$ cat config.mk
export PLATFORM = sky130hd
export DESIGN_NAME = seven_segment_scan_blink_dimmer
export DESIGN_NICKNAME = d
export VERILOG_FILES = /design/src/rtl/core/ssd_pkg.sv /design/src/rtl/core/ssd_out_buf.sv /design/src/rtl/core/seven_segment_scan_blink_dimmer.sv
export SDC_FILE = /design/constraint.sdc
export NUM_CORES = 1
export LEC_CHECK = 0
export BUFFER_PORTS_ARGS = -buffer_cell sky130_fd_sc_hd__buf_2
export CAP_MARGIN = 25
export CORE_AREA = 3 3 110 112
export CTS_CLUSTER_SIZE = 28
export DETAILED_ROUTE_END_ITERATION = 16
export DIE_AREA = 0 0 113 115
export PLACE_DENSITY = 0.77
export SLEW_MARGIN = 20
export SYNTH_ARGS = -nofsm -noshare
export SYNTH_HDL_FRONTEND = slang
export SYNTH_SLANG_ARGS = --single-unit
$ cat constraint.sdc
create_clock -name clock -period 4.81 [get_ports clock]
set_input_delay 0 -clock clock [delete_from_list [all_inputs] [get_ports clock]]
set_output_delay 0 -clock clock [all_outputs]
set_load 0.1 [all_outputs]
$ cat src/rtl/core/ssd_pkg.sv
// Shared types, codes and defaults for the seven-segment scan driver.
`default_nettype none

package ssd_pkg;

   // Default sizing of the display and its timing.
   localparam int DIGIT_COUNT_DEFAULT     = 4;
   localparam int TICKS_PER_DIGIT_DEFAULT = 5;
   localparam int BLINK_TICKS_DEFAULT     = 200;

   // Field widths of the request and response words.
   localparam int OP_W       = 3;
   localparam int DIGIT_W    = 3;
   localparam int PATTERN_W  = 8;
   localparam int SELECT_W   = 2;
   localparam int BRIGHT_W   = 4;
   localparam int WINDOW_W   = 4;
   localparam int BLINK_W    = 8;
   localparam int REQ_DATA_W = 16;
   localparam int RSP_DATA_W = 16;

   // Brightness after reset.
   localparam logic [BRIGHT_W-1:0] BRIGHT_RESET = 4'd5;

   // Request operation codes.
   typedef enum logic [OP_W-1:0] {
      OP_TICK        = 3'd0,
      OP_SET_PATTERN = 3'd1,
      OP_BLINK_ALL   = 3'd2,
      OP_BLINK_ONE   = 3'd3,
      OP_STOP_BLINK  = 3'd4,
      OP_ERASE       = 3'd5
   } op_type;

   // Status codes.
   localparam logic STATUS_OK        = 1'b0;
   localparam logic STATUS_BAD_DIGIT = 1'b1;

   // One response word, segments in the lowest bits.
   typedef struct packed {
      logic                 status;
      logic [SELECT_W-1:0]  select;
      logic [PATTERN_W-1:0] segments;
   } rsp_word_type;

endpackage

`default_nettype wire

$ cat src/rtl/core/ssd_out_buf.sv
// Response register with a skid stage so one more request can be taken under a stall.
`default_nettype none

module ssd_out_buf (
   input  wire logic                  clock,
   input  wire logic                  reset,
   input  wire logic                  in_valid,
   output logic                       in_ready,
   input  wire ssd_pkg::rsp_word_type in_word,
   output logic                       out_valid,
   input  wire logic                  out_ready,
   output ssd_pkg::rsp_word_type      out_word
);
   import ssd_pkg::*;

   logic         out_valid_ff, out_valid_in;
   logic         skid_valid_ff, skid_valid_in;
   rsp_word_type out_word_ff, out_word_in;
   rsp_word_type skid_word_ff, skid_word_in;

   assign in_ready  = !skid_valid_ff;
   assign out_valid = out_valid_ff;
   assign out_word  = out_word_ff;

   // Refill the output stage from the skid stage first, then from the input.
   always_comb begin
      out_valid_in  = out_valid_ff;
      out_word_in   = out_word_ff;
      skid_valid_in = skid_valid_ff;
      skid_word_in  = skid_word_ff;
      if (!out_valid_ff || out_ready) begin
         if (skid_valid_ff) begin
            out_valid_in  = 1'b1;
            out_word_in   = skid_word_ff;
            skid_valid_in = 1'b0;
         end else begin
            out_valid_in = in_valid;
            out_word_in  = in_word;
         end
      end else if (in_valid && !skid_valid_ff) begin
         skid_valid_in = 1'b1;
         skid_word_in  = in_word;
      end
   end

   always_ff @(posedge clock) begin
      if (reset) begin
         out_valid_ff  <= 1'b0;
         skid_valid_ff <= 1'b0;
      end else begin
         out_valid_ff  <= out_valid_in;
         skid_valid_ff <= skid_valid_in;
      end
      out_word_ff  <= out_word_in;
      skid_word_ff <= skid_word_in;
   end

endmodule

`default_nettype wire

$ cat src/rtl/core/seven_segment_scan_blink_dimmer.sv
// Top level: multiplexed seven-segment scan driver with blink and dimming.
//
//  channel | direction | handshake           | word
//  req     | in        | req_tvalid/tready   | op, digit, pattern, enable
//  rsp     | out       | rsp_tvalid/tready   | segments, select, status
//  csr     | in        | csr_valid/ready     | brightness
//
// The display state and the response word are both registered at the edge that
// accepts a request; the word goes to the output or, under a stall, the skid register.
// The two-entry output buffer takes one request per cycle while the response side is
// ready and one more while it stalls; requests stop only when both entries are full.
// Reset is synchronous and blanks every digit, stops blinking and sets brightness to 5.
`default_nettype none

module seven_segment_scan_blink_dimmer #(
   parameter int DIGIT_COUNT     = ssd_pkg::DIGIT_COUNT_DEFAULT,
   parameter int TICKS_PER_DIGIT = ssd_pkg::TICKS_PER_DIGIT_DEFAULT,
   parameter int BLINK_TICKS     = ssd_pkg::BLINK_TICKS_DEFAULT
) (
   input  wire logic                             clock,
   input  wire logic                             reset,
   input  wire logic                             req_tvalid,
   output logic                                  req_tready,
   // op[2:0], digit[5:3], pattern[13:6], enable[14], zero[15]
   input  wire logic [ssd_pkg::REQ_DATA_W-1:0]   req_tdata,
   output logic                                  rsp_tvalid,
   input  wire logic                             rsp_tready,
   // segments[7:0], select[9:8], status[10], zero[15:11]
   output logic [ssd_pkg::RSP_DATA_W-1:0]        rsp_tdata,
   input  wire logic                             csr_valid,
   output logic                                  csr_ready,
   input  wire logic [ssd_pkg::BRIGHT_W-1:0]     csr_wdata
);
   import ssd_pkg::*;

   localparam int CUR_W = (DIGIT_COUNT > 1) ? $clog2(DIGIT_COUNT) : 1;
   localparam logic [CUR_W-1:0]    CUR_LAST  = CUR_W'(DIGIT_COUNT - 1);
   localparam logic [WINDOW_W-1:0] WIN_LOAD  = WINDOW_W'(TICKS_PER_DIGIT);
   localparam logic [BLINK_W-1:0]  BLINK_LOAD = BLINK_W'(BLINK_TICKS);
   localparam logic [DIGIT_W:0]    DIGIT_LIMIT = (DIGIT_W+1)'(DIGIT_COUNT);

   // Unpack the request word.
   op_type               req_op;
   logic [DIGIT_W-1:0]   req_digit;
   logic [PATTERN_W-1:0] req_pattern;
   logic                 req_enable;

   assign req_op      = op_type'(req_tdata[2:0]);
   assign req_digit   = req_tdata[5:3];
   assign req_pattern = req_tdata[13:6];
   assign req_enable  = req_tdata[14];

   // Display state.
   logic [PATTERN_W-1:0] pattern_ff   [DIGIT_COUNT];
   logic [PATTERN_W-1:0] pattern_in   [DIGIT_COUNT];
   logic [BLINK_W-1:0]   blink_cnt_ff [DIGIT_COUNT];
   logic [BLINK_W-1:0]   blink_cnt_in [DIGIT_COUNT];
   logic [DIGIT_COUNT-1:0] blink_en_ff, blink_en_in;
   logic [DIGIT_COUNT-1:0] phase_ff, phase_in;
   logic [CUR_W-1:0]     cur_ff, cur_in;
   logic [BRIGHT_W-1:0]  lit_ff, lit_in;
   logic [WINDOW_W-1:0]  win_ff, win_in;
   logic [PATTERN_W-1:0] seg_ff, seg_in;
   logic [SELECT_W-1:0]  sel_ff, sel_in;
   logic [BRIGHT_W-1:0]  bright_ff;

   logic                 accept;
   logic                 digit_ok;
   logic                 status;
   logic [2:0]           cur_wide;
   rsp_word_type         rsp_word;
   rsp_word_type         rsp_word_out;

   assign accept    = req_tvalid && req_tready;
   assign digit_ok  = {1'b0, req_digit} < DIGIT_LIMIT;
   assign cur_wide  = 3'(cur_ff);
   assign csr_ready = 1'b1;

   // Compute the next display state for the accepted word.
   always_comb begin
      pattern_in   = pattern_ff;
      blink_cnt_in = blink_cnt_ff;
      blink_en_in  = blink_en_ff;
      phase_in     = phase_ff;
      cur_in       = cur_ff;
      lit_in       = lit_ff;
      win_in       = win_ff;
      seg_in       = seg_ff;
      sel_in       = sel_ff;
      status       = STATUS_OK;
      case (req_op)
         OP_TICK: begin
            // Drive the current digit, then advance the scan counters.
            seg_in = (phase_ff[cur_ff] && lit_ff != '0) ? pattern_ff[cur_ff] : '0;
            sel_in = cur_wide[SELECT_W-1:0];
            if (lit_ff != '0) begin
               lit_in = lit_ff - 1'b1;
            end
            if (win_ff <= WINDOW_W'(1)) begin
               cur_in = (cur_ff == CUR_LAST) ? '0 : cur_ff + 1'b1;
               win_in = WIN_LOAD;
               lit_in = bright_ff;
            end else begin
               win_in = win_ff - 1'b1;
            end
            // Advance the blink counter of the digit now current.
            for (int i = 0; i < DIGIT_COUNT; i++) begin
               if (cur_in == CUR_W'(i) && blink_en_ff[i]) begin
                  if (blink_cnt_ff[i] <= BLINK_W'(1)) begin
                     blink_cnt_in[i] = BLINK_LOAD;
                     phase_in[i]     = !phase_ff[i];
                  end else begin
                     blink_cnt_in[i] = blink_cnt_ff[i] - 1'b1;
                  end
               end
            end
         end
         OP_SET_PATTERN: begin
            if (digit_ok) begin
               for (int i = 0; i < DIGIT_COUNT; i++) begin
                  if (req_digit == DIGIT_W'(i)) begin
                     pattern_in[i] = req_pattern;
                  end
               end
            end else begin
               status = STATUS_BAD_DIGIT;
            end
         end
         OP_BLINK_ALL: begin
            for (int i = 0; i < DIGIT_COUNT; i++) begin
               blink_en_in[i]  = req_enable;
               blink_cnt_in[i] = BLINK_LOAD;
               phase_in[i]     = 1'b1;
            end
         end
         OP_BLINK_ONE: begin
            if (digit_ok) begin
               for (int i = 0; i < DIGIT_COUNT; i++) begin
                  blink_en_in[i]  = (req_digit == DIGIT_W'(i));
                  blink_cnt_in[i] = BLINK_LOAD;
                  phase_in[i]     = 1'b1;
               end
            end else begin
               status = STATUS_BAD_DIGIT;
            end
         end
         OP_STOP_BLINK: begin
            for (int i = 0; i < DIGIT_COUNT; i++) begin
               blink_en_in[i]  = 1'b0;
               blink_cnt_in[i] = BLINK_LOAD;
               phase_in[i]     = 1'b1;
            end
         end
         OP_ERASE: begin
            for (int i = 0; i < DIGIT_COUNT; i++) begin
               pattern_in[i] = '0;
            end
         end
         default: begin
         end
      endcase
   end

   // Hold the display state; update it only on an accepted word.
   always_ff @(posedge clock) begin
      if (reset) begin
         for (int i = 0; i < DIGIT_COUNT; i++) begin
            pattern_ff[i]   <= '0;
            blink_cnt_ff[i] <= BLINK_LOAD;
         end
         blink_en_ff <= '0;
         phase_ff    <= '1;
         cur_ff      <= '0;
         lit_ff      <= BRIGHT_RESET;
         win_ff      <= WIN_LOAD;
         seg_ff      <= '0;
         sel_ff      <= '0;
      end else if (accept) begin
         pattern_ff   <= pattern_in;
         blink_cnt_ff <= blink_cnt_in;
         blink_en_ff  <= blink_en_in;
         phase_ff     <= phase_in;
         cur_ff       <= cur_in;
         lit_ff       <= lit_in;
         win_ff       <= win_in;
         seg_ff       <= seg_in;
         sel_ff       <= sel_in;
      end
   end

   // Latch brightness from the register port.
   always_ff @(posedge clock) begin
      if (reset) begin
         bright_ff <= BRIGHT_RESET;
      end else if (csr_valid) begin
         bright_ff <= csr_wdata;
      end
   end

   // Form the response word from the pins as driven after this word.
   always_comb begin
      rsp_word.status   = status;
      rsp_word.select   = sel_in;
      rsp_word.segments = seg_in;
   end

   ssd_out_buf u_out_buf (
      .clock     (clock),
      .reset     (reset),
      .in_valid  (accept),
      .in_ready  (req_tready),
      .in_word   (rsp_word),
      .out_valid (rsp_tvalid),
      .out_ready (rsp_tready),
      .out_word  (rsp_word_out)
   );

   assign rsp_tdata = {(RSP_DATA_W - $bits(rsp_word_type))'(0), rsp_word_out};

endmodule

`default_nettype wire
==> results of run 1 <==
==> metal layers <==
| metal | share of wire | wire [um] | global-route usage |
|---|---|---|---|
| met1 | 0.43 | 5940 | 0.279 |
| met4 | 0.011 | 148 | 0.0809 |
| met5 | 0 | 0 | 0 |
| met3 | 0.061 | 837 | 0.0463 |
| met2 | 0.50 | 6800 | 0.382 |
==> cell families (layout without fill, tap and decap cells) <==
family / count (synthesis) / after routing / synth area share
AND/OR/NAND/NOR: 254 / 254 / 0.209
buffers and inverters: 60 / 102 / 0.0549
flip-flops: 120 / 120 / 0.430
adder cells (fa/ha/maj): 12 / 12 / 0.0246
multiplexers: 60 / 60 / 0.119
AO/OA/AOI/OAI: 135 / 135 / 0.161
other: 2 / 6 / 0.00123
==> final cells by class <==
type | instances | share of cell area
Clock buffer | 19 | 0.0633
Sequential cell | 120 | 0.375
Inverter | 21 | 0.0113
Multi-Input combinational cell | 467 | 0.452
Clock inverter | 13 | 0.0288
Timing Repair Buffer | 49 | 0.0440
Tap cell | 143 | 0.0256
==> power by group <==
group	switching, uW	internal (uW)
Clock	466	928
Combinational	197	86.5
Sequential	23.7	1050
==> cells in the mapped netlist, types with 3 or more instances <==
cell       n  share of area
a21o_1     3         0.0037
a21oi_1   36          0.030
a221oi_1   5         0.0072
a22o_1     8          0.011
a22oi_1    8         0.0098
a32o_1     3         0.0049
a32oi_1    5         0.0072
and2_1    11          0.011
and3_1     5         0.0051
buf_2      5         0.0041
buf_4     10          0.012
buf_6      8          0.015
clkbuf_1  15         0.0092
dfxtp_1   98           0.32
edfxtp_1  22           0.11
ha_1      12          0.025
inv_1     21          0.013
mux2_2    10          0.018
mux2i_1   41          0.067
mux4_2     9          0.033
nand2_1   50          0.031
nand2b_1   9         0.0092
nand3_1    9         0.0074
nand4_1    4         0.0041
nand4b_1   5         0.0072
nor2_1    89          0.055
nor2b_1    6         0.0061
nor3_1    28          0.023
nor3b_1    4         0.0049
nor4_1     8         0.0082
nor4_2     3         0.0061
o21ai_0   27          0.022
o21ai_2    6         0.0086
o21bai_1   3         0.0037
o31a_1     3         0.0043
o31ai_1    4         0.0049
o31ai_2    3         0.0061
or3_1      6         0.0061
or4_1      3         0.0037
==> what timing repair did <==
item / 4_1_cts / 5_1_grt
hold endpoints to repair: 10 / 0
hold buffers: 12 / 0
setup buffers: 0 / 0
==> worst max-delay path: cells and delay by family (launching register included) <==
kind	cells	cell delay, ns
and+or+nand+nor	2	0.41
adders and majority gates	1	0.42
DFF	1	0.95
AOI/OAI and AO/OA	3	0.78
==> sequential cells by signal, summed over array words and instances (netlist names), 8 cells and up <==
| name | count |
|---|---|
| blink_cnt_ff | 32 |
| u_out_buf.out_word | 11 |
| seg_ff | 8 |
| pattern_ff | 32 |
| u_out_buf.skid_word_ff | 11 |
==> worst min path at each step <==
stage	start	cells after the start	endpoint
2_1_floorplan	csr_wdata[0]	2	bright_ff[0]
3_3_place_gp	csr_wdata[2]	3	bright_ff[2]
3_5_place_dp	csr_wdata[2]	3	bright_ff[2]
4_1_cts	req_tdata[7]	4	pattern_ff[25]
5_1_grt	req_tdata[7]	4	pattern_ff[17]
6_report	req_tdata[7]	4	pattern_ff[9]
==> metrics by stage <==
step / setup slack, ns / instances / hold slack [ns] / instance area (um2) / power (uW)
floorplan: 2.38 / 647 / 0.128 / 6120 / 1320
global placement: 2.19 / 788 / 0.216 / 6230 / 1360
detailed placement: 2.15 / 788 / 0.228 / 6230 / 1370
global route: 1.98 / 832 / 0.0496 / 6990 / 2850
finish: 2.13 / 832 / 0.0160 / 6990 / 2760
CTS: 2.13 / 832 / 0.0168 / 6990 / 2760
==> results.json, run 1 <==
{
  "max_stage_delay_ns": 0.95,
  "hpwl_um": 8860,
  "coreArea_um2": 11300,
  "fillers": 920,
  "num_vias": 5034,
  "rsz0062_at_grt": "false",
  "holdCritPathClass": "primary input to register",
  "synth.cell_area_um2": 6100,
  "layout-drive-gt1-share": 0.160,
  "cts_resized": 0,
  "layout_commonest_cell": "dfxtp_1",
  "syn_to_final_growth_pct": 14.6,
  "r2r_end": "blink_cnt_ff[18]",
  "cp-end-kind": "register",
  "syn_inst": 643,
  "routedWlPerCell_um": 16.5,
  "tightest_slew_ns": 0.985,
  "fin_util": 0.618,
  "maxSlewHeadroom": 0.343,
  "finalSetupViolations": 0,
  "ys_seq_area_frac": 0.430,
  "synth_warnings": 0,
  "start_util": 0.539,
  "critical_path_class": "register to register",
  "cts_sinks": 120,
  "max-cap-violations": 0,
  "ys.flop_type": "dfxtp_1",
  "final.setup.tns_ns": 0,
  "pin_count": 44,
  "cts_buffers": 17,
  "clock-skew-final_ns": 0.00850,
  "final_cell_mix": "98 x dfxtp_1, 89 x nor2_1, 50 x nand2_1",
  "synth_cell_type_count": 69,
  "synth_area_per_cell_um2": 9.49,
  "ant_nets": 0,
  "ir_drop_mv": 0.283,
  "place_congestion": 0.865,
  "final_max_slew_viol_count": 0,
  "cp_max_fo": 19,
  "rows": 39,
  "port_buffers": 36,
  "slowest_stage": "dfxtp_1",
  "antenna_found_initial": 0,
  "cp-start-kind": "register",
  "die_w_um": 113,
  "cts_root_buf": "clkbuf_16",
  "die_area_um2": 13000,
  "hold_violations": 0,
  "die_y_um": 115,
  "track_usage": 0.223,
  "crit_chain": "ha_1 -> nand2b_1 -> nor4_2 -> o31a_1 -> o21ai_1 -> a32o_1",
  "grt_pass1_vias": 5083,
  "r2r-start": "cur_ff[0]",
  "layout.nets": 713,
  "grt_max_degree": 95,
  "via_per_inst": 6.05,
  "rrSetupSlack_ns": 2.13,
  "clockBufferDepth": 2,
  "fin_crit_ns": 2.68,
  "cts.clk_slew.worst_paths_ns": 0.06,
  "diodes": 0,
  "crit_path_end": "blink_cnt_ff[18]",
  "outcome": "complete, no violations",
  "fmax_mhz": 374,
  "grt_pass1_wl_um": 23700,
  "htreeDepth": 4,
  "clock_latency_ns": 0.42,
  "multiInputGateArea_um2": 3160,
  "cts_tree": "built",
  "cp_data_required_time_ns": 5.12,
  "async_reset_ff_frac": 0,
  "seq_area_um2": 2620,
  "min_period_over_period": 0.556,
  "yosys_register_bits": 120,
  "wl_um": 13700,
  "p_per_area_nw_per_um2": 394,
  "synth_edf_count": 22,
  "overflow": 0,
  "worstPathArrival_ns": 2.98,
  "drt_pre_antenna_iters": 7,
  "first_iter_violations": 371,
  "drcViolationCount": 0,
  "rr_worst_depth": 6,
  "p_leak_uw": 0.00284,
  "crit_start": "cur_ff[0]"
}
(Power assumes the default switching activity.)
==> run 2, diff against run 1 <==
--- a/config.mk
+++ b/config.mk
@@ -11,7 +11,7 @@
 export CTS_CLUSTER_SIZE = 28
 export DETAILED_ROUTE_END_ITERATION = 16
 export DIE_AREA = 0 0 113 115
-export PLACE_DENSITY = 0.77
+export PLACE_DENSITY = 0.8
 export SLEW_MARGIN = 20
 export SYNTH_ARGS = -nofsm -noshare
 export SYNTH_HDL_FRONTEND = slang
==> constraint.sdc (replaced) <==
create_clock -name clock -period 2.35 [get_ports clock]
set_input_delay 0 -clock clock [delete_from_list [all_inputs] [get_ports clock]]
set_output_delay 0 -clock clock [all_outputs]
set_load 0.1 [all_outputs]
==> run 2 against run 1 <==
Compared with the run above: largest power group unchanged; clock-buffer cell count increased by 2; combinational power increased by 110%; power increased by 95%; via count about the same; register-to-register slack got worse by 2.0 ns; fmax increased by 21%; non-clock buffer count increased by 16.
==> results.json, run 2 (synthesized netlist as in run 1, its figures left out) <==
{
  "clock_power_share": 0.479,
  "ir_drop_mv": 0.472,
  "final.setup.tns_ns": 0,
  "max_stage_delay_ns": 0.49,
  "cp-end-kind": "register",
  "grt_pass1_wl_um": 22800,
  "cp_max_fo": 9,
  "final_cell_mix": "97 x dfxtp_1, 89 x nor2_1, 50 x nand2_1",
  "diodes": 0,
  "final_max_slew_viol_count": 0,
  "p_seq_frac": 0.411,
  "routedWlPerCell_um": 16.0,
  "fmax_mhz": 452,
  "rr_worst_depth": 6,
  "outcome": "complete, no violations",
  "critPathBufInv": 1,
  "clockBufferDepth": 2,
  "grt_pass1_vias": 4836,
  "final_cells": 846,
  "whs_path_depth": 4,
  "r2r-start": "lit_ff[0]",
  "layout.nets": 729,
  "track_usage": 0.214,
  "cp-start-kind": "register",
  "syn_to_final_growth_pct": 15.9,
  "cts_sinks": 120,
  "cp_data_required_time_ns": 2.51,
  "cts_tree": "built",
  "holdCritPathClass": "primary input to register",
  "hold_violations": 0,
  "drcViolationCount": 0,
  "htreeDepth": 4,
  "place_congestion": 0.869,
  "finalSetupViolations": 0,
  "num_vias": 5038,
  "ant_nets": 0,
  "cts.clk_slew.worst_paths_ns": 0.05,
  "crit_start": "lit_ff[0]",
  "top_regs": "blink_cnt_ff x32, pattern_ff x32",
  "cts_root_buf": "clkbuf_16",
  "die_area_um2": 13000,
  "overflow": 0,
  "fin_crit_ns": 2.21,
  "sw_frac_of_total": 0.247,
  "critical_path_class": "register to register",
  "p_leak_uw": 0.00290,
  "slowest_stage": "or3b_2",
  "rsz0062_at_grt": "false",
  "first_iter_violations": 312,
  "combPwrFrac": 0.110,
  "min_period_over_period": 0.940,
  "wl_um": 13500,
  "place_area_um2": 6350,
  "rows": 39,
  "antenna_found_initial": 0,
  "fin_util": 0.625,
  "layout-drive-gt1-share": 0.181,
  "hpwl_um": 8860,
  "p_total_uw": 5380,
  "drt_pre_antenna_iters": 5,
  "pin_count": 44,
  "place_inst": 804,
  "finalInstanceArea_um2": 7070,
  "via_per_inst": 5.96,
  "start_util": 0.539,
  "p_per_area_nw_per_um2": 760,
  "coreArea_um2": 11300,
  "switchingPower_uw": 1330,
  "die_w_um": 113,
  "crit_chain": "inv_1 -> ha_1 -> or3b_2 -> and3_1 -> a22o_1 -> mux2_2",
  "cp.depth": 6,
  "port_buffers": 36,
  "post_cts_buffers": 0,
  "cp_top_family": "simple AND/OR/NAND/NOR gates",
  "tightest_slew_ns": 0.981,
  "intPower_uw": 4050,
  "grt_max_degree": 94,
  "max-cap-violations": 0,
  "clock_latency_ns": 0.41,
  "cts_buffers": 17,
  "worstPathArrival_ns": 2.37,
  "maxSlewHeadroom": 0.346,
  "clock-skew-final_ns": 0.00656,
  "die_y_um": 115,
  "min_from": "req_tdata[6]",
  "layout_commonest_cell": "dfxtp_1"
}
[run 2: per-layer routing]
layer  up-vias  wire length [um]  GRT usage
met4         0               225     0.0737
li1       2421                 -          -
met1      2433              6090      0.273
met5         -                 0          0
met3        25               611     0.0447
met2       159              6620      0.364
[run 2: worst reg2reg max path, delay by kind of cell, from the launching register on]
family	cells	cell delay (ns)
compound gates	1	0.26
fa+ha+maj	1	0.19
buf+inv	1	0.09
flops	1	0.33
mux	1	0.28
simple gates	2	0.81
[run 2: per-stage QoR]
stage	hold WS, ns	worst slack, ns
5_1_grt	0.0356	0.0296
4_1_cts	0.0152	0.0135
3_5_place_dp	0.236	0.0296
6_report	0.0196	0.140
2_1_floorplan	0.128	0.186
3_3_place_gp	0.225	0.127
[run 2: cell type report]
class                      instances  area, um2
clock buffer                      21        460
clock inverter                     9        126
inverter                          21       78.8
tap                              143        179
multi-input combinational        467       3180
sequential                       120       2620
fill                             888       4250
timing repair buffer              65        428
[run 2: repair_timing]
item / 4_1_cts / 5_1_grt
gates resized for setup: 0 / 4
setup endpoints to repair: 0 / 18
hold buffers: 12 / 0
endpoints found under the hold margin: 10 / 0
[run 2: worst paths after layout]
| check | to | slack, ns |
|---|---|---|
| max | u_out_buf.out_word[5] | 0.14 |
| min | pattern_ff[16] | 0.02 |
| max reg2reg | u_out_buf.out_word[5] | 0.14 |
| min reg2reg | sel_ff[1] | 0.47 |
[run 2: power groups by stage]
stage | Sequential [uW] | Combinational (uW) | Clock [uW]
after global routing | 2210 | 645 | 2700
final | 2210 | 593 | 2570
after global placement | 2240 | 545 | 0
after floorplan | 2320 | 383 | 0
after detailed placement | 2250 | 561 | 0
after CTS | 2210 | 586 | 2580
==> run 3, diff against run 2 <==
--- a/config.mk
+++ b/config.mk
@@ -5,13 +5,12 @@
 export SDC_FILE = /design/constraint.sdc
 export NUM_CORES = 1
 export LEC_CHECK = 0
-export BUFFER_PORTS_ARGS = -buffer_cell sky130_fd_sc_hd__buf_2
+export BUFFER_PORTS_ARGS = -buffer_cell sky130_fd_sc_hd__buf_4
 export CAP_MARGIN = 25
-export CORE_AREA = 3 3 110 112
-export CTS_CLUSTER_SIZE = 28
+export CORE_AREA = 3 3 116 118
 export DETAILED_ROUTE_END_ITERATION = 16
-export DIE_AREA = 0 0 113 115
-export PLACE_DENSITY = 0.8
+export DIE_AREA = 0 0 119 121
+export PLACE_DENSITY = 0.74
 export SLEW_MARGIN = 20
 export SYNTH_ARGS = -nofsm -noshare
 export SYNTH_HDL_FRONTEND = slang
==> run 3 against run 2 <==
Compared with the run above: die area grew 11%; design area grew 2.5%; non-clock buffer count is the same; sequential cell count is the same; sequential share of layout area shrank 0.90 points; first-iteration DRC count grew 67%; worst setup slack gained 0.040 ns; highest routed layer unchanged; register-to-register slack gained 0.04 ns; critical path depth is the same.
==> results.json, run 3 (synthesized netlist as in run 1, its figures left out) <==
{
  "ir_drop_mv": 0.405,
  "p_per_area_nw_per_um2": 766,
  "post_cts_buffers": 0,
  "track_usage": 0.196,
  "fin_util": 0.577,
  "via_per_inst": 5.75,
  "die_area_um2": 14400,
  "cp_max_fo": 9,
  "layout.nets": 729,
  "multiInputGateArea_um2": 3180,
  "r2r-start": "lit_ff[0]",
  "die_w_um": 119,
  "die_y_um": 121,
  "cts_tree": "built",
  "tightest_slew_ns": 0.972,
  "clock-skew-final_ns": 0.00676,
  "diodes": 0,
  "holdCritPathClass": "primary input to register",
  "final_max_slew_viol_count": 0,
  "drt_pre_antenna_iters": 5,
  "pin_count": 44,
  "grt_pass1_vias": 4901,
  "wl_um": 13700,
  "max_stage_delay_ns": 0.50,
  "port_buffers": 36,
  "cp_data_required_time_ns": 2.51,
  "hpwl_um": 9010,
  "cts_root_buf": "clkbuf_16",
  "top_regs": "blink_cnt_ff x32, pattern_ff x32",
  "num_vias": 5046,
  "place_ws_ns": 0.0533,
  "fin_crit_ns": 2.17,
  "cp-end-kind": "register",
  "min_period_over_period": 0.923,
  "p_leak_uw": 0.00294,
  "min_from": "req_tdata[13]",
  "seq_area_um2": 2620,
  "grt_pass1_wl_um": 23100,
  "wl_met1_um": 5980,
  "wl_met2_um": 6750,
  "whs_path_depth": 4,
  "htreeDepth": 4,
  "crit_chain": "inv_1 -> ha_1 -> or3b_2 -> and3_1 -> a22o_1 -> mux2_2",
  "cp-start-kind": "register",
  "cts_buffers": 17,
  "finalSetupViolations": 0,
  "syn_to_final_growth_pct": 18.8,
  "fillers": 1068,
  "layout_commonest_cell": "dfxtp_1",
  "maxSlewHeadroom": 0.352,
  "routedWlPerCell_um": 15.6,
  "antenna_found_initial": 0,
  "rows": 41,
  "final_cell_mix": "97 x dfxtp_1, 89 x nor2_1, 51 x buf_4",
  "final.setup.tns_ns": 0,
  "overflow": 0,
  "grt_max_degree": 94,
  "start_util": 0.486,
  "coreArea_um2": 12600,
  "fmax_mhz": 461,
  "cts_sinks": 120,
  "route.met3.wl_um": 762,
  "worstPathArrival_ns": 2.33,
  "max-cap-violations": 0,
  "ant_nets": 0,
  "top_layer_used": "met4",
  "r2r_end": "u_out_buf.out_word[5]",
  "rr_worst_depth": 6,
  "slowest_stage": "or3b_2",
  "place_congestion": 0.875,
  "rrSetupSlack_ns": 0.18,
  "layout-drive-gt1-share": 0.183,
  "clock_latency_ns": 0.42,
  "critical_path_class": "register to register",
  "rsz0062_at_grt": "false",
  "hold_end": "pattern_ff[7]",
  "cts.clk_slew.worst_paths_ns": 0.06,
  "hold_violations": 0,
  "timing.final.ws_setup_ns": 0.180,
  "outcome": "complete, no violations",
  "clockBufferDepth": 2,
  "first_iter_violations": 520,
  "drcViolationCount": 0
}
-- run 3: what timing repair did --
action	CTS	global route
setup endpoints to repair	0	19
resized for setup	0	4
hold buffers	14	0
endpoints found under the hold margin	12	0
-- run 3: worst max-delay path, delay by kind of cell, from the launching register on --
family                     cells  cell delay (ns)
and+or+nand+nor                2             0.82
DFF                            1             0.33
muxes                          1             0.27
AOI/OAI and AO/OA              1             0.26
adders and majority gates      1             0.17
buffers and inverters          1             0.07
-- run 3: power breakdown --
part | switching (uW) | internal, uW
logic | 406 | 207
clock network | 973 | 1770
registers | 49.2 | 2160
-- run 3: per-stage QoR --
stage	instance area [um2]	power [uW]	std cells	hold slack, ns
after floorplan	6120	2700	647	0.128
after global placement	6460	2810	831	0.216
after detailed placement	6460	2830	831	0.221
after CTS	7230	5580	877	0.00198
after global routing	7250	5740	877	0.0310
final	7250	5560	877	0.0158
-- run 3: final cells by class --
cell class              instances  share of cell area
clock inverters                13              0.0230
multi-input cells             467               0.438
repair buffers                 65              0.0721
inverters                      21              0.0109
well taps                     172              0.0297
clock buffers                  19              0.0640
flip-flops and latches        120               0.362
-- run 3: layer usage --
layer,GRT usage,vias to the layer above
met5,0,-
met4,0.0739,0
met3,0.0480,24
met2,0.327,178
met1,0.247,2414
li1,-,2430
-- run 3: worst max-delay path by stage --
stage                                 end               startpoint  slack [ns]
floorplan           u_out_buf.out_word[0]  u_out_buf.skid_valid_ff        0.19
global placement         blink_cnt_ff[25]                win_ff[0]        0.11
detailed placement       blink_cnt_ff[25]                win_ff[0]        0.05
CTS                      blink_cnt_ff[25]                win_ff[0]        0.03
global route             blink_cnt_ff[13]                cur_ff[0]        0.08
finish              u_out_buf.out_word[5]                lit_ff[0]        0.18
